<file path="src/rcs_pkg.sv">
`default_nettype none
package rcs_pkg;

  localparam int SCREEN_HEIGHT = 480;
  localparam int H_W           = 16;  // wall height bits, saturates at 2^16-1
  localparam int TEX_W         = 6;   // log2 of texture side
  localparam int TILE_W        = 6;   // log2 of tile side
  localparam int FRAC_SHIFT    = 22;  // Q.8 distance times Q1.14 trig
  localparam int P_W           = FRAC_SHIFT + TILE_W;
  localparam int NUM_W         = H_W + TEX_W;

  localparam logic [2:0] REG_CEIL   = 3'd0;
  localparam logic [2:0] REG_FLOOR  = 3'd1;
  localparam logic [2:0] REG_SCALE  = 3'd2;
  localparam logic [2:0] REG_PLAYX  = 3'd3;
  localparam logic [2:0] REG_PLAYY  = 3'd4;

  typedef enum logic [1:0] {
    KIND_CEIL  = 2'd0,
    KIND_FLOOR = 2'd1,
    KIND_WALL  = 2'd2
  } kind_e;

  typedef enum logic [1:0] {
    FACE_N = 2'd0,
    FACE_S = 2'd1,
    FACE_W = 2'd2,
    FACE_E = 2'd3
  } face_e;

  typedef struct packed {
    logic [9:0]         column;
    logic [9:0]         pixel_row;
    logic [23:0]        distance;
    logic               is_horizontal;
    logic signed [15:0] cos_angle;
    logic signed [15:0] sin_angle;
  } in_beat_t;

  typedef struct packed {
    logic [9:0]  out_column;
    logic [9:0]  out_row;
    logic [1:0]  pixel_kind;
    logic [23:0] flat_color;
    logic [1:0]  texture_face;
    logic [5:0]  tex_x;
    logic [5:0]  tex_y;
  } out_beat_t;

  typedef struct packed {
    logic [9:0]     col;
    logic [9:0]     row;
    logic           horiz;
    face_e          face;
    logic [P_W-1:0] prod;
    logic           hzero;
    logic           hsat;
  } hside_t;

  typedef struct packed {
    logic [9:0]       col;
    logic [9:0]       row;
    kind_e            kind;
    face_e            face;
    logic [TEX_W-1:0] tx;
    logic             hzero;
    logic             ysat;
  } yside_t;

endpackage
`default_nettype wire

</file>
<file path="src/rcs_hdiv.sv">
`default_nettype none
module rcs_hdiv (
  input  wire logic                clk_i,
  input  wire logic                rst_ni,
  input  wire logic                en_i,
  input  wire logic                valid_i,
  input  wire logic [32:0]         num_i,
  input  wire logic [23:0]         den_i,
  input  wire rcs_pkg::hside_t     side_i,
  output logic                     valid_o,
  output logic [rcs_pkg::H_W-1:0]  quo_o,
  output rcs_pkg::hside_t          side_o
);
  import rcs_pkg::*;

  // one restoring quotient bit per stage, MSB first
  logic           v_q [H_W];
  logic [32:0]    r_q [H_W];
  logic [23:0]    d_q [H_W];
  logic [H_W-1:0] q_q [H_W];
  hside_t         s_q [H_W];

  logic [32:0]    r_d [H_W];
  logic [H_W-1:0] q_d [H_W];

  always_comb begin
    logic [32:0]    r_in;
    logic [23:0]    d_in;
    logic [H_W-1:0] q_in;
    logic [39:0]    dsh;
    logic [39:0]    rr;
    for (int k = 0; k < H_W; k++) begin
      r_in = (k == 0) ? num_i : r_q[(k == 0) ? 0 : k - 1];
      d_in = (k == 0) ? den_i : d_q[(k == 0) ? 0 : k - 1];
      q_in = (k == 0) ? '0 : q_q[(k == 0) ? 0 : k - 1];
      dsh  = {16'b0, d_in} << (H_W - 1 - k);
      rr   = {7'b0, r_in};
      r_d[k] = r_in;
      q_d[k] = q_in;
      if (rr >= dsh) begin
        r_d[k] = 33'(rr - dsh);
        q_d[k] = q_in | (H_W'(1) << (H_W - 1 - k));
      end
    end
  end

  always_ff @(posedge clk_i or negedge rst_ni) begin
    if (!rst_ni) begin
      for (int k = 0; k < H_W; k++) v_q[k] <= 1'b0;
    end else if (en_i) begin
      v_q[0] <= valid_i;
      for (int k = 1; k < H_W; k++) v_q[k] <= v_q[k-1];
    end
  end

  always_ff @(posedge clk_i) begin
    if (en_i) begin
      for (int k = 0; k < H_W; k++) begin
        r_q[k] <= r_d[k];
        q_q[k] <= q_d[k];
      end
      d_q[0] <= den_i;
      s_q[0] <= side_i;
      for (int k = 1; k < H_W; k++) begin
        d_q[k] <= d_q[k-1];
        s_q[k] <= s_q[k-1];
      end
    end
  end

  assign valid_o = v_q[H_W-1];
  assign quo_o   = q_q[H_W-1];
  assign side_o  = s_q[H_W-1];

endmodule
`default_nettype wire

</file>
<file path="config.mk">
export PLATFORM = sky130hd
export DESIGN_NAME = rcs_hdiv
export DESIGN_NICKNAME = d
export VERILOG_FILES = /design/src/rcs_pkg.sv /design/src/rcs_hdiv.sv
export SDC_FILE = /design/constraint.sdc
export NUM_CORES = 2
export LEC_CHECK = 0
export BUFFER_PORTS_ARGS = -buffer_cell sky130_fd_sc_hd__buf_2
export CAP_MARGIN = 15
export CORE_ASPECT_RATIO = 0.8
export CORE_MARGIN = 5
export CORE_UTILIZATION = 56
export DETAILED_ROUTE_END_ITERATION = 10
export PLACE_DENSITY = 0.73
export SLEW_MARGIN = 20
export SYNTH_ARGS = -nofsm -noshare
export SYNTH_HDL_FRONTEND = slang
export SYNTH_SLANG_ARGS = --single-unit
</file>
<file path="constraint.sdc">
create_clock -name clk_i -period 6.1 [get_ports clk_i]
set_input_delay 0.305 -clock clk_i [delete_from_list [all_inputs] [get_ports clk_i]]
set_output_delay 0.305 -clock clk_i [all_outputs]
set_load 0.005 [all_outputs]
</file>
Yosys cells after proc, flatten, opt, wreduce, memory -nomap -nowiden
Memories as Yosys holds them, arrays and structs flattened.
Index checks and enable logic that the tools add are counted.
Storage, ports and cells
  RAM bits: 2016
  bits of input ports: 114
  memories kept: 4
  flip-flop bits (word level): 16
  word-level logic and storage cells: 86
Memory list
  s_q: words 16, bits a word 53, rd ports 16, clocked after Yosys merged registers in 0, write ports 16, RTL line rcs_hdiv.sv:21  | hside_t s_q [H_W];
  r_q: words 16, bits a word 33, rd ports 15, clocked after Yosys merged registers in 0, write ports 16, RTL line rcs_hdiv.sv:18  | logic [32:0] r_q [H_W];
  d_q: words 16, bits a word 24, rd ports 15, clocked after Yosys merged registers in 0, write ports 16, RTL line rcs_hdiv.sv:19  | logic [23:0] d_q [H_W];
  q_q: words 16, bits a word 16, rd ports 16, clocked after Yosys merged registers in 0, write ports 16, RTL line rcs_hdiv.sv:20  | logic [H_W-1:0] q_q [H_W];
Operators by class
  multiplexer cells: 34
  magnitude comparators: 16
  add/subtract/negate cells: 16
Operators by type and width (count)
  $mux 33: 16
  $sub 33x33->33: 7
  $ge 33x39->1: 1
  $ge 33x38->1: 1
  $ge 33x37->1: 1
  $ge 33x36->1: 1
  $ge 33x35->1: 1
  $ge 33x34->1: 1
  $ge 33x24->1: 1
  $ge 33x25->1: 1
  $ge 33x26->1: 1
  $ge 33x27->1: 1
  $ge 33x28->1: 1
  $ge 33x29->1: 1
  $ge 33x30->1: 1
  $ge 33x31->1: 1
  $ge 33x32->1: 1
  $ge 33x33->1: 1
  $sub 33x24->33: 1
  $sub 33x25->33: 1
  $sub 33x26->33: 1
  $sub 33x27->33: 1
  $sub 33x28->33: 1
  $sub 33x29->33: 1
  other kinds (19): 21

Depth between registers and ports, before layout
An unclocked memory read counts as a cell.
  depth after elaboration: 3
  depth in mapped cells: 15

Worst setup path before layout
OpenSTA, ideal clock, no wires.
  path type: flip-flop to flip-flop
  start: memory r_q[1][13], in the netlist r_q[0][46]
  end: memory r_q[2][24], in the netlist r_q[0][90], data pin
  path slack: 2.884 ns
  cell stages (with the launch flop): 15
  path buffers: 1
  library setup time: 0.260 ns
  data arrival time: 2.956 ns
  required time: 5.840 ns
  path through: edfxtp_1 -> inv_1 -> ha_1 -> inv_1 -> fa_1 -> a21o_1 -> a21o_1 -> a311oi_2 -> a221oi_1 -> o21ai_0 -> nand2_1 -> a311o_1 -> nand2_1 -> buf_4 -> mux2_2
RTL lines (RTL line)
  start, declared: rcs_hdiv.sv:18

==> run metrics <==
ys async rst share 0.8625%; Syn Nets 5,830; CP required 6610 ps; Rel. slew slack 19.76%; Yosys warnings 0; switching power 10,300 uW; Avg Inst Size Synth 14.87 um2; Max-Cap Viols 0; Worst Hold Launch side_i[48]; WL met3 6.981 mm; fmax 0.2399 GHz; first-pass GRT wire length 232.6 mm; Setup Viol. Count Final 0; Layout area overhead 12.93%; setup bufs post-CTS 0; # DRC 0; Max stage delay on crit path 560 ps; Worst R2R Setup Slack 1930 ps; unrepaired setup endpoints after global routing no; Critical Path AT 4680 ps; PwrDens 404.0 mW/mm2; Worst R2R Path Depth 13; Starting Density 56.38%; Post-synth EDFFs 1,839; worst reg2reg startpoint r_q[1][38]$_DFFE_PP_; initial antenna violation count 0; hpwl dp 100.7 mm; VDD IR max 0.0002995 V; non-filler cells, final 7,779; critical path type register to register; Final Hold Vio Count 0; Leak 0.03425 uW; Cell Rows 123; Buf+Inv Stages, Crit Path 3; worst hold stages 2; CP max stage cell o21a_1; combinational share of power 22.9%; clk_skew 57.19 ps; min Tclk post-route 4168 ps; P_int 25,920 uW; 1st-iter DRT viols 3,407; Hold WC Path Type input port to register; most common cell after layout, fill and taps aside edfxtp_1; met2 WL post-DR 67.68 mm; Seq pwr share 46.8%; H-Tree Depth 4; RR Endpoint r_q[1][89]$_DFFE_PP_; Critical Path Fanout Max 25; Die Wd 431.0 um; all-layer global routing usage 19.49%; clock root buffer clkbuf_16; Clock Power Share 30.3%; wire length per cell 18.76 um; Synth Instances 5,338; Max Used Layer met4; port buffer count 183; number of placed instances with taps included 7,340; diode count 0; GR Overflow Total 0; Slew Limit Fails 0; DR vias/cell 5.536; num ports 184; fin crit share 68.33%; CTS clk-pin slew, worst paths 60 ps; most frequent cells in the layout edfxtp_1 (1,839), inv_1 (462), ha_1 (363), a21oi_1 (356), nand2_1 (252); flip-flop and latch count after synthesis 1,855; Clock Tree Buf Depth 3; critical path cell sequence inv_1 -> ha_1 -> inv_1 -> fa_1 -> a21oi_1 -> nand4b_1 -> nand3_2 -> a31o_1 -> a311o_1 -> o21a_1 -> o21a_1 -> buf_4 -> mux2_4; Seq/Total Area, Yosys 70.06%; Top FF cell, synth edfxtp_1; CTS Sinks 1,855; Setup crit start kind register; vias in the first global route 42,670; outcome finished, final reports clean; Unique masters post-synth 110; worst slew pin tran 1204 ps; post_cts resized 0; drt first pass iters 7; setup TNS 0 ps; Top delay family on crit path compound AO/OA/AOI/OAI gates; core area 0.1408 mm2; Die Ht 346.8 um; wl on met1 67.74 mm; vias 43,060; die area 0.1494 mm2; CTS tree yes; total CTS buffers 177; switch share 28.45%; Nets 6,250; Worst Hold Path EP s_q[0][48]$_DFFE_PP_; mapped cell area 0.07939 mm2; Final GP Congestion 0.8976; overall routed net length 145.9 mm; Routed Antenna Nets 0; clk_lat worst skew 810 ps; share of post-route cells with drive strength above 1 12.18%; Critical Path Sink Type register; largest net degree at the start of global routing 200
## power by group through the flow
stage	Sequential [uW]	Clock, uW	Combinational [uW]
3_5_place_dp	17200	0	8100
4_1_cts	17000	11300	8220
3_3_place_gp	17200	0	8000
6_report	17000	11000	8300
5_1_grt	17100	11800	9190
2_1_floorplan	16800	0	6190
## through the flow
| stage | instance area [um2] | utilization [%] | setup slack [ps] | hold slack (ps) | power (uW) |
|---|---|---|---|---|---|
| after floorplan | 79390 | - | 2884 | 9.409 | 22950 |
| after CTS | 89630 | 63.65 | 1988 | 20.46 | 36490 |
| after global placement | 82590 | 58.65 | 2081 | 226.3 | 25190 |
| after global routing | 89660 | 63.67 | 1676 | 140.7 | 38110 |
| after detailed placement | 82600 | 58.65 | 2032 | 233.4 | 25310 |
| final | 89660 | 63.67 | 1932 | 212.7 | 36230 |
## worst register-to-register path: stages (launching register included)
cell,delay [ps]
edfxtp_1,410
inv_1,90
ha_1,170
inv_1,60
fa_1,390
a21oi_1,230
nand4b_1,190
nand3_2,120
a31o_1,270
a311o_1,430
o21a_1,220
o21a_1,560
buf_4,420
mux2_4,320
## how the worst max path moves through the flow
stage,start,to,slack (ps),cells past startpoint
after detailed placement,r_q[0][142]$_DFFE_PP_,r_q[0][178]$_DFFE_PP_,2030,13
after CTS,d_q[0][168]$_DFFE_PP_,r_q[1][11]$_DFFE_PP_,1990,11
after global placement,r_q[0][110]$_DFFE_PP_,r_q[0][144]$_DFFE_PP_,2080,13
after global routing,r_q[0][142]$_DFFE_PP_,r_q[0][195]$_DFFE_PP_,1680,13
final,r_q[1][38]$_DFFE_PP_,r_q[1][89]$_DFFE_PP_,1930,13
after floorplan,r_q[0][46]$_DFFE_PP_,r_q[0][90]$_DFFE_PP_,2880,14
## sequential cells by signal (all words and copies together) (netlist names)
name     cells
s_q        848
r_q        495
d_q        360
q_q        136
v_q         15
valid_o      1
## Yosys cell counts (all sizes together) (71+ instances only)
master	number	share of area, %
ha	363	5.7
edfxtp	1839	70
a21o	171	1.6
xor2	135	1.5
nor2	252	1.2
nand2	252	1.2
nor3	71	0.45
mux2	176	2.5
o21ai	229	1.5
a21oi	363	2.3
inv	464	2.2
xnor2	179	2.0
## metal layers
metal	vias to the layer above	track usage, %
li1	20920	-
met1	20840	28.09
met2	1060	31.07
met3	240	3.319
met4	0	5.523
met5	-	0
## repair_timing
action | 4_1_cts | 5_1_grt
hold buffers | 113 | 1
setup endpoints to repair | 0 | 0
endpoints found under the hold margin | 127 | 10
## kinds of logic (layout without fill, tap and decap cells)
group | after synthesis | count (layout) | share of synthesized area [%]
flops | 1855 | 1855 | 70.06
compound gates | 1090 | 1090 | 8.892
simple gates | 958 | 958 | 6.005
xor+xnor | 314 | 314 | 3.464
fa+ha+maj | 378 | 378 | 6.099
buf+inv | 558 | 1124 | 2.820
mux | 185 | 185 | 2.657
## layout make-up
class,count,area (um2)
Fill cell,10080,51160
Inverter,464,1742
Timing Repair Buffer,335,2445
Clock inverter,108,1286
Clock buffer,217,4622
Tap cell,1875,2346
Multi-Input combinational cell,2925,21590
Sequential cell,1855,55620
Note: power is estimated with default switching activity, not from simulation.
