## src/rcs_pkg.sv

```systemverilog
`default_nettype none
package rcs_pkg;

  localparam int SCREEN_HEIGHT = 480;
  localparam int H_W           = 16;  // wall height bits, saturates at 2^16-1
  localparam int TEX_W         = 6;   // log2 of texture side
  localparam int TILE_W        = 6;   // log2 of tile side
  localparam int FRAC_SHIFT    = 22;  // Q.8 distance times Q1.14 trig
  localparam int P_W           = FRAC_SHIFT + TILE_W;
  localparam int NUM_W         = H_W + TEX_W;

  localparam logic [2:0] REG_CEIL   = 3'd0;
  localparam logic [2:0] REG_FLOOR  = 3'd1;
  localparam logic [2:0] REG_SCALE  = 3'd2;
  localparam logic [2:0] REG_PLAYX  = 3'd3;
  localparam logic [2:0] REG_PLAYY  = 3'd4;

  typedef enum logic [1:0] {
    KIND_CEIL  = 2'd0,
    KIND_FLOOR = 2'd1,
    KIND_WALL  = 2'd2
  } kind_e;

  typedef enum logic [1:0] {
    FACE_N = 2'd0,
    FACE_S = 2'd1,
    FACE_W = 2'd2,
    FACE_E = 2'd3
  } face_e;

  typedef struct packed {
    logic [9:0]         column;
    logic [9:0]         pixel_row;
    logic [23:0]        distance;
    logic               is_horizontal;
    logic signed [15:0] cos_angle;
    logic signed [15:0] sin_angle;
  } in_beat_t;

  typedef struct packed {
    logic [9:0]  out_column;
    logic [9:0]  out_row;
    logic [1:0]  pixel_kind;
    logic [23:0] flat_color;
    logic [1:0]  texture_face;
    logic [5:0]  tex_x;
    logic [5:0]  tex_y;
  } out_beat_t;

  typedef struct packed {
    logic [9:0]     col;
    logic [9:0]     row;
    logic           horiz;
    face_e          face;
    logic [P_W-1:0] prod;
    logic           hzero;
    logic           hsat;
  } hside_t;

  typedef struct packed {
    logic [9:0]       col;
    logic [9:0]       row;
    kind_e            kind;
    face_e            face;
    logic [TEX_W-1:0] tx;
    logic             hzero;
    logic             ysat;
  } yside_t;

endpackage
`default_nettype wire

```

## src/rcs_ydiv.sv

```systemverilog
`default_nettype none
module rcs_ydiv (
  input  wire logic                  clk_i,
  input  wire logic                  rst_ni,
  input  wire logic                  en_i,
  input  wire logic                  valid_i,
  input  wire logic [rcs_pkg::NUM_W-1:0] num_i,
  input  wire logic [rcs_pkg::H_W-1:0]   den_i,
  input  wire rcs_pkg::yside_t       side_i,
  output logic                       valid_o,
  output logic [rcs_pkg::TEX_W-1:0]  quo_o,
  output rcs_pkg::yside_t            side_o
);
  import rcs_pkg::*;

  logic             v_q [TEX_W];
  logic [NUM_W-1:0] r_q [TEX_W];
  logic [H_W-1:0]   d_q [TEX_W];
  logic [TEX_W-1:0] q_q [TEX_W];
  yside_t           s_q [TEX_W];

  logic [NUM_W-1:0] r_d [TEX_W];
  logic [TEX_W-1:0] q_d [TEX_W];

  always_comb begin
    logic [NUM_W-1:0] r_in;
    logic [H_W-1:0]   d_in;
    logic [TEX_W-1:0] q_in;
    logic [NUM_W:0]   dsh;
    for (int k = 0; k < TEX_W; k++) begin
      r_in = (k == 0) ? num_i : r_q[(k == 0) ? 0 : k - 1];
      d_in = (k == 0) ? den_i : d_q[(k == 0) ? 0 : k - 1];
      q_in = (k == 0) ? '0 : q_q[(k == 0) ? 0 : k - 1];
      dsh  = (NUM_W + 1)'(d_in) << (TEX_W - 1 - k);
      r_d[k] = r_in;
      q_d[k] = q_in;
      if ({1'b0, r_in} >= dsh) begin
        r_d[k] = NUM_W'({1'b0, r_in} - dsh);
        q_d[k] = q_in | (TEX_W'(1) << (TEX_W - 1 - k));
      end
    end
  end

  always_ff @(posedge clk_i or negedge rst_ni) begin
    if (!rst_ni) begin
      for (int k = 0; k < TEX_W; k++) v_q[k] <= 1'b0;
    end else if (en_i) begin
      v_q[0] <= valid_i;
      for (int k = 1; k < TEX_W; k++) v_q[k] <= v_q[k-1];
    end
  end

  always_ff @(posedge clk_i) begin
    if (en_i) begin
      for (int k = 0; k < TEX_W; k++) begin
        r_q[k] <= r_d[k];
        q_q[k] <= q_d[k];
      end
      d_q[0] <= den_i;
      s_q[0] <= side_i;
      for (int k = 1; k < TEX_W; k++) begin
        d_q[k] <= d_q[k-1];
        s_q[k] <= s_q[k-1];
      end
    end
  end

  assign valid_o = v_q[TEX_W-1];
  assign quo_o   = q_q[TEX_W-1];
  assign side_o  = s_q[TEX_W-1];

endmodule
`default_nettype wire

```

## config.mk

```make
export PLATFORM = sky130hd
export DESIGN_NAME = rcs_ydiv
export DESIGN_NICKNAME = d
export VERILOG_FILES = /design/src/rcs_pkg.sv /design/src/rcs_ydiv.sv
export SDC_FILE = /design/constraint.sdc
export NUM_CORES = 1
export LEC_CHECK = 0
export BUFFER_PORTS_ARGS = -buffer_cell sky130_fd_sc_hd__buf_4
export CORE_MARGIN = 5
export CORE_UTILIZATION = 55
export CTS_CLUSTER_DIAMETER = 100
export DETAILED_ROUTE_END_ITERATION = 10
export MAX_ROUTING_LAYER = met4
export PLACE_DENSITY_LB_ADDON = 0.25
export SLEW_MARGIN = 20
export SYNTH_ARGS = -nofsm -noshare
export SYNTH_HDL_FRONTEND = slang
export SYNTH_SLANG_ARGS = --single-unit
```

## constraint.sdc

```tcl
create_clock -name clk_i -period 4 [get_ports clk_i]
set_clock_uncertainty 0.2 [all_clocks]
set_input_delay 0.6 -clock clk_i [delete_from_list [all_inputs] [get_ports clk_i]]
set_output_delay 0.6 -clock clk_i [all_outputs]
set_load 0.1 [all_outputs]
```

### Word-level counts from Yosys, hierarchy flattened

Memory sizes are Yosys's and may differ from the RTL's.
Index checks and enable logic that the tools add are counted.

| storage, ports and cells | value |
|---|---|
| flip-flop bits (word level) | 6 |
| RAM bits | 456 |
| input bits | 74 |
| output and inout port bits | 39 |
| word-level logic and storage cells | 36 |
| memories | 4 |

| operators by class | value |
|---|---|
| add/subtract/negate cells | 6 |
| order comparisons | 6 |
| muxes and demuxes | 14 |

Memories:

| memory | depth | width | rd ports | clocked after Yosys merged registers in | write ports | line | text |
|---|---|---|---|---|---|---|---|
| s_q | 6 | 32 | 6 | 0 | 6 | rcs_ydiv.sv:20 | `yside_t s_q [TEX_W];` |
| r_q | 6 | 22 | 5 | 0 | 6 | rcs_ydiv.sv:17 | `logic [NUM_W-1:0] r_q [TEX_W];` |
| d_q | 6 | 16 | 5 | 0 | 6 | rcs_ydiv.sv:18 | `logic [H_W-1:0] d_q [TEX_W];` |
| q_q | 6 | 6 | 6 | 0 | 6 | rcs_ydiv.sv:19 | `logic [TEX_W-1:0] q_q [TEX_W];` |

Operators with widths:

| kind | count |
|---|---|
| 22-bit two-way mux | 6 |
| 22-bit by 16-bit >= comparator with 1-bit output | 1 |
| 22-bit by 17-bit >= comparator with 1-bit output | 1 |
| 22-bit by 18-bit >= comparator with 1-bit output | 1 |
| 22-bit by 19-bit >= comparator with 1-bit output | 1 |
| 22-bit by 20-bit >= comparator with 1-bit output | 1 |
| 22-bit by 21-bit >= comparator with 1-bit output | 1 |
| 22-bit by 16-bit subtractor with 22-bit output | 1 |
| 22-bit by 17-bit subtractor with 22-bit output | 1 |
| 22-bit by 18-bit subtractor with 22-bit output | 1 |
| 22-bit by 19-bit subtractor with 22-bit output | 1 |
| 22-bit by 20-bit subtractor with 22-bit output | 1 |
| 22-bit by 21-bit subtractor with 22-bit output | 1 |
| 6-bit two-way mux | 1 |
| 5-bit two-way mux | 1 |
| 4-bit two-way mux | 1 |
| 1-bit two-way mux | 3 |
| 3-bit two-way mux | 1 |
| 2-bit two-way mux | 1 |

### Depth between registers and ports, before layout

Gate-level depths: netlist of run 1.

| depth | value |
|---|---|
| word-level depth | 2 |
| mapped depth | 12 |
| depth with buffers taken out | 11 |

### Worst setup path before layout of run 1

Ideal clock, no wire load.

| timing | value |
|---|---|
| path kind | input port to flip-flop |
| start point | in den_i[3] in the netlist's numbering |
| end point | mem r_q[0][16] in the netlist's numbering (data pin) |
| setup time | 0.260 ns |
| arrival | 2.696 ns |
| required time | 3.540 ns |
| setup slack | 0.844 ns |
| stages on the path | 10 |
| buffers on the path | 2 |
| cells stage by stage | inv_1 -> ha_1 -> a21o_2 -> a211oi_2 -> a21oi_2 -> o21ai_1 -> or4b_1 -> buf_6 -> buf_12 -> mux2_4 |

RTL lines:

| what | line | text |
|---|---|---|
| from (decl) | rcs_ydiv.sv:8 | `input wire logic [rcs_pkg::H_W-1:0] den_i,` |
| to (decl) | rcs_ydiv.sv:17 |  |

==> results of run 1 <==
[per-layer routing]
metal  track usage  share of wire  vias to the layer above
met5             -              0                        -
met4        0.0623          0.033                        0
met3        0.0259          0.045                       77
met2         0.287           0.49                      261
met1         0.220           0.43                     4865
li1              -              -                     5193
[power breakdown]
part	switching, mW	total [mW]	internal (mW)
logic	1.87	3.27	1.40
clock network	1.44	3.44	2.00
registers	0.296	5.81	5.52
total	3.61	12.5	8.92
[flip-flops by register name (all words and copies together), names as in the netlist]
register,count
r_q,110
d_q,80
v_q,5
s_q,192
q_q,21
valid_o,1
[cells by family after synthesis]
logic type | count (synthesis) | synth area share
xor gates and xnor gates | 71 | 0.0340
and+or+nand+nor | 257 | 0.0689
AOI/OAI and AO/OA | 274 | 0.0972
buffers and inverters | 146 | 0.0318
muxes | 44 | 0.0277
DFF | 409 | 0.669
adders and majority gates | 101 | 0.0711
[layout make-up]
cell class | instances | area, sq um
Tap cell | 442 | 553
Fill cell | 2457 | 11600
Clock inverter | 14 | 68.8
Clock buffer | 58 | 1150
Inverter | 121 | 454
Timing Repair Buffer | 136 | 1090
Multi-Input combinational cell | 747 | 5480
Sequential cell | 409 | 12300
[cells in the mapped netlist, types with 5 or more instances]
cell type,number,area share
xor2_1,36,0.017
mux2i_1,5,0.0027
a21o_1,26,0.011
o21bai_1,12,0.0049
mux2_4,5,0.0041
o211ai_1,6,0.0025
fa_1,5,0.0055
nor2_1,71,0.015
a21boi_0,5,0.0021
a21oi_1,75,0.021
nand2_1,74,0.015
o31a_1,6,0.0029
nand4_1,8,0.0027
dfrtp_1,6,0.0082
o21ai_0,56,0.015
and2_1,5,0.0017
a31oi_1,17,0.0058
edfxtp_1,403,0.66
o21a_1,13,0.0053
o221ai_1,5,0.0024
nor4_1,8,0.0027
xnor2_1,35,0.017
inv_1,120,0.025
nor2b_1,13,0.0044
and3_1,6,0.0021
ha_1,96,0.066
buf_2,5,0.0014
mux2_2,34,0.021
nand3_1,18,0.0049
nand2b_1,8,0.0027
nor3_1,18,0.0049
a211oi_1,10,0.0041
clkbuf_1,15,0.0031
[metrics by stage]
step	total power, mW	area (sq um)	std cells	setup slack [ps]	utilization
floorplan	8.27	18300	1302	844	-
global placement	9.07	19800	1854	670	0.606
detailed placement	9.13	19800	1854	556	0.606
CTS	12.6	21100	1927	507	0.644
global route	13.3	21100	1927	350	0.644
finish	12.5	21100	1927	499	0.644
[final timing paths]
| check | start | end | slack, ps |
|---|---|---|---|
| max in group asynchronous | rst_ni | v_q[1] | 3250 |
| hold reg to reg | q_q[3][5] | q_q[4][5] | 210 |
| setup / recovery | r_q[1][3] | r_q[2][21] | 500 |
| setup reg to reg | r_q[1][3] | r_q[2][21] | 500 |
| hold / removal | side_i[18] | s_q[0][18] | 50 |
| min in group asynchronous | rst_ni | v_q[4] | 240 |
[cell usage in the layout, fill, tap and decap left out, types with 8 or more instances in the layout]
master	instances
xnor2_1	35
nor4_1	8
nor2_1	71
clkinv_1	8
a211oi_1	10
nand4_1	8
clkbuf_1	13
a21o_1	26
xor2_1	36
o21bai_1	12
o21a_1	13
edfxtp_1	403
nor2b_1	13
mux2_2	34
a21oi_1	75
a31oi_1	16
nand2b_1	8
o21ai_0	56
clkbuf_16	43
ha_1	96
nand2_1	74
inv_1	120
nand3_1	18
buf_4	129
nor3_1	18
[what timing repair did]
item                                   4_1_cts  5_1_grt
endpoints found under the hold margin        6        0
hold buffers                                 1        0
setup buffers                                0        0
gates resized for setup                      0        0
==> reports/results.txt, run 1 <==
The tool flagged a number of max-cap violations equal to 0. The tools report the type of destination of the critical path as a flop. In the final timing run, aggregate negative setup slack is 0 ps.

The minimum clock period after layout is 3500 ps, and the buffering stage count on the worst path with inverters included is 2. The initialized floorplan defines 66 standard-cell rows. The largest individual stage delay along the critical path comes from the cell fa_1. Synthesis produced a netlist with a net count of 1477. For this run, design rule violations remaining after detail routing come to 0. The worst hold path belongs to the class input pin to flop. The main flop type after synthesis is edfxtp_1.

The power per cell area was 595 mW/mm^2. The vias per cell is 5.39, and the count of inserted antenna diode cells is 0. The period utilization was 0.875; the count of unique library cells instantiated by Yosys was 76.

For the first-pass detailed-route iteration total, the log shows 5. The tools report the buffer type at the clock tree root as clkbuf_16. The leakage component of the power was 8.23 nW. Dividing the detail-routed wire length by the instance count gives 16.1 um. The highest ir drop seen on vdd is 0.316 mV.

For the number of pins exceeding their max-slew limit in the final report, the log shows 0. The gate count after technology mapping is 1302. The fmax was 286 MHz. The depth of the most critical reg-to-reg path was 11.

Buffers inserted during clock tree synthesis total 41. Setup violations remaining at the end of the flow were counted as 0. The critical path crosses 11 cells after its start point. The final-report hold violation count was 0. The run gives 0 as the number of antenna violations at the first check in global routing.

The mean instance size in the synthesized netlist was 14.1 sq um. For the number of top-level pins, the log shows 113. The run gives 409 as the number of sinks handled by clock tree synthesis. The number of warnings issued by yosys was 0.

The tools report the count of routing violations after the opening detailed-route iteration as 657. Along the worst path, the maximum fanout reaches 4. The run gives 0.923 as the routability congestion estimate.

The area of the core is 0.0327 sq mm, and the critical path arrival is 3560 ps. The clock reaches the later pin of the worst-skew pair after 520 ps. The wire length reported by the detailed router is 31000 um. The tools report the final HPWL from detailed placement as 22600 um.

The residual antenna-violating net count after detailed routing came out at 0. Setup repair after global routing left no endpoint under its margin. The critical path is of the flop to flop type. The post-synthesis sequential element count was 409; the CTS clock-pin slew for the worst setup and hold paths was 60 ps.

CTS built an H-tree with a depth of 2. The run gives 0 as the total global routing overflow. The signal on the critical path passes through inv_1 -> ha_1 -> inv_1 -> fa_1 -> a211oi_1 -> o21bai_1 -> o311ai_0 -> and4b_1 -> a21oi_1 -> nor4_1 -> mux2_2. The first global-routing pass estimated 50700 um of wire. The floorplan step set the die width to 192 um. The maximum clock insertion buffer count is 3. The flow ran to the end, and the final reports show no timing, DRC or antenna violations.

The tightest hold margin was 53.8 ps; the number of nets in the finished design was 1631. TritonCTS built the clock tree. The chip height works out to 192 um. The die covers 0.0370 sq mm.

The slew at the pin with the worst max-slew slack was 868 ps; the endpoint required time on the critical path was 4060 ps. The largest net degree at the start of global routing was 114; the fraction of registers with async set/reset was 0.0147. On the worst path, the slowest cell contributes a delay of 420 ps. The tools report the initial cell density of the core as 0.560.

The ratio of cells with drive above 1 in the final layout is 0.160, and the total via count in the routed design is 10400. The synthesis-to-finish area growth came out at 15.0%. Total standard cell area after synthesis: 0.0183 sq mm.

Top cell family by delay on the critical path: compound AO/OA/AOI/OAI gates. The number of flops mapped to enable cells by yosys is 403, and the number of instances on the worst hold path is 1. The relative max-transition margin was 0.421. Input and output buffers added on the ports amount to 112.

In this design, the critical path's most frequently occurring cell is inv_1. For the sequential fraction of the synthesis area, the log shows 0.669. The run gives 0.173 as the total global-route track usage. Via count of the first global-routing pass: 10500. The element type at the critical path start is a flop.
Power figures use the tool's default switching activity.
==> run 2: changes to the inputs <==
--- a/config.mk
+++ b/config.mk
@@ -6,6 +6,7 @@
 export NUM_CORES = 1
 export LEC_CHECK = 0
 export BUFFER_PORTS_ARGS = -buffer_cell sky130_fd_sc_hd__buf_4
+export CORE_ASPECT_RATIO = 2
 export CORE_MARGIN = 5
 export CORE_UTILIZATION = 55
 export CTS_CLUSTER_DIAMETER = 100
==> reports/results.txt, run 2 (synthesis results as in run 1) <==
The tools report the number of pins exceeding their max-slew limit in the final report as 0 (unchanged). The end of the worst hold path was s_q[0][26] (was s_q[0][18]). The tools report the total global routing overflow as 0 (unchanged). The final worst slack is 540 ps (was 499 ps).

TritonCTS built the clock tree. Setup violation total in the final timing report: 0 (unchanged). Crit path cell chain: ha_1 -> nand2_1 -> nor4_1 -> nand4_1 -> o211ai_1 -> a31oi_2 -> buf_4 -> buf_4 -> o31ai_1 (was inv_1 -> ha_1 -> inv_1 -> fa_1 -> a211oi_1 -> o21bai_1 -> o311ai_0 -> and4b_1 -> a21oi_1 -> nor4_1 -> mux2_2). The wire length of the first global-routing pass is 51800 um (was 50700 um), and the first-pass detailed-route iteration total is 6 (was 5).

The chip width is 139 um (was 192 um), and the clock latency of the later-clocked register in the worst-skew pair is 520 ps (about the same). Number of max-capacitance violations reported: 0 (unchanged). The depth of the most critical reg-to-reg path was 9 (was 11). The flow ran to the end, and the final reports show no timing, DRC or antenna violations.

The number of antenna violations at the first check in global routing came out at 0 (unchanged). Commonest non-fill, non-tap cells in the layout: 403 x edfxtp_1, 122 x buf_4, 120 x inv_1 (was 403 x edfxtp_1, 129 x buf_4, 120 x inv_1). The classification of the worst setup path was flop to flop (unchanged). The setup slack on the worst flop-to-flop path came out at 540 ps (was 500 ps).

Number of non-filler instances in the completed layout: 1901 (was 1927). The type of destination of the critical path was a flop (unchanged). The number of placed instances with taps included is 1838 (was 1854), and the number of input and output port buffers inserted is 112 (unchanged). The synthesis-to-finish area growth was 14.0% (was 15.0%); the residual antenna-violating net count after detailed routing was 0 (unchanged). The summed negative setup slack over all endpoints is 0 ps (unchanged).

The tools report the met2 demand-to-capacity share in global routing as 0.355 (was 0.287). The met1 demand-to-capacity share in global routing is 0.154 (was 0.220). The highest ir drop seen on vdd is 0.434 mV (was 0.316 mV), and the ratio of cells with drive above 1 in the final layout is 0.157 (was 0.160). Final total power: 12.3 mW (was 12.5 mW).

The routability congestion estimate came out at 0.933 (was 0.923). Setup repair after global routing left no endpoint under its margin. The detail-routed net length per standard cell was 17.0 um (was 16.1 um); the area of the core was 0.0329 sq mm (was 0.0327 sq mm). The run gives 10900 (was 10500) as the via count of the first global-routing pass. The tools report the initial cell density of the core as 0.556 (was 0.560). The number of instances on the worst hold path is 1 (unchanged). The register with the highest flop count was s_q (unchanged). The run gives 476 ps (was 556 ps) as the worst setup slack after placement. The tools report the count of inserted antenna diode cells as 0 (unchanged).

The worst stage delay on the critical path works out to 690 ps (was 420 ps). The leading cell type in the layout, fill and taps excluded was edfxtp_1 (unchanged). The total placed instance area is 0.0198 sq mm (about the same).

Fmax: 289 MHz (was 286 MHz). The worst-path cell with the longest stage delay was nor4_1 (was fa_1). The critical path arrival is 3590 ps (was 3560 ps).

The number of H-tree levels was 2 (unchanged). The relative max-transition margin came out at 0.456 (was 0.421). The tools report the overall die area as 0.0373 sq mm (was 0.0370 sq mm). Minimum clock period after layout: 3460 ps (was 3500 ps). The slew at the pin with the worst max-slew slack was 809 ps (was 868 ps).

The tools report the startpoint of the worst register-to-register path as r_q[1][14] (was r_q[1][3]). The number of nets in the finished design came out at 1619 (was 1631). The total global-route track usage is 0.178 (was 0.173). The power per cell area works out to 590 mW/mm^2 (was 595 mW/mm^2). The summed area of non-filler cells in the final layout is 0.0209 sq mm (was 0.0211 sq mm), and the vias per cell is 5.54 (was 5.39). The leakage component of the power was 8.15 nW (was 8.23 nW). The class of the most critical hold timing path was input pin to flop (unchanged). For the number of CTS-inserted buffers, the log shows 35 (was 41). The tools report the number of sinks handled by clock tree synthesis as 409 (unchanged). The global routing's busiest layer is met2 (unchanged).

The worst flop-to-flop path endpoint was r_q[2][6] (was r_q[2][21]). The maximum clock insertion buffer count is 3 (unchanged), and the flip-flop count of the largest register after layout is 192 (unchanged). The largest net degree at the start of global routing was 82 (was 114). The most numerous cell on the critical path was buf_4 (was inv_1). The count of routing violations after the opening detailed-route iteration is 510 (was 657). The run gives 4130 ps (was 4060 ps) as the endpoint required time on the critical path.

Buffer type at the clock tree root: clkbuf_16 (unchanged). Top flop regs: s_q (192), r_q (110), d_q (80) (unchanged). Total via count in the routed design: 10500 (was 10400). The run gives 0 (unchanged) as the final-report hold violation count.

The tools report the launch point of the worst hold path as side_i[26] (was side_i[18]). The number of top-level pins is 113 (unchanged), and the met3 capacity usage during global routing is 0.0207 (was 0.0259). The period utilization was 0.865 (was 0.875); the wire length reported by the detailed router was 32400 um (was 31000 um). The tools report the element type at the critical path start as a flop (unchanged).

The maximum fanout count along the critical path was 14 (was 4); the final HPWL from detailed placement was 24000 um (was 22600 um). Chip height: 268 um (was 192 um). The number of inserted filler cells in the final layout was 2466 (was 2457). The DRC violations left was 0 (unchanged). CTS clock-pin slew for the worst setup and hold paths: 70 ps (was 60 ps). The standard-cell row count is 94 (was 66).
-- run 2: cell type report --
class | count | area [sq um] | area share
Tap cell | 432 | 541 | 0.0259
Timing Repair Buffer | 130 | 1060 | 0.0508
Inverter | 121 | 454 | 0.0218
Clock inverter | 20 | 180 | 0.00863
Sequential cell | 409 | 12300 | 0.587
Clock buffer | 42 | 902 | 0.0432
Multi-Input combinational cell | 747 | 5480 | 0.263
-- run 2: layer usage --
metal | share of wire | wire [um]
met3 | 0.030 | 971
met1 | 0.33 | 10500
met4 | 0.062 | 2020
met5 | 0 | 0
met2 | 0.58 | 18900
-- run 2: where the power goes --
group,leakage (nW),switching [mW],internal [mW],total (mW)
combinational,3.62,1.92,1.41,3.33
sequential,4.00,0.271,5.51,5.78
clock,0.525,1.45,1.76,3.21
-- run 2: metrics by stage --
step                utilization  hold WS, ps
global route              0.634         18.0
floorplan                     -          104
detailed placement        0.600          205
global placement          0.600          200
CTS                       0.634         17.5
finish                    0.634         46.4
-- run 2: how the worst max path moves through the flow --
stage | startpoint | end | slack (ps) | cells past startpoint
after floorplan | den_i[3] | r_q[0][16] | 840 | 10
after global placement | num_i[5] | r_q[0][21] | 530 | 12
after detailed placement | num_i[5] | r_q[0][21] | 480 | 12
after CTS | r_q[1][3] | r_q[2][21] | 530 | 11
after global routing | r_q[1][3] | r_q[2][21] | 250 | 11
final | r_q[1][14] | r_q[2][6] | 540 | 9
-- run 2: critical path, delay by kind of cell, from the launching register on --
| family | cells | cell delay (ps) |
|---|---|---|
| AND/OR/NAND/NOR | 3 | 1160 |
| AO/OA/AOI/OAI | 3 | 600 |
| adder cells (fa/ha/maj) | 1 | 450 |
| buffers and inverters | 2 | 440 |
| flip-flops | 1 | 410 |
-- run 2: timing repair --
action                                 in CTS  in global routing
hold buffers                                1                  0
resized for setup                           0                  0
endpoints found under the hold margin       6                  0
setup buffers                               0                  0
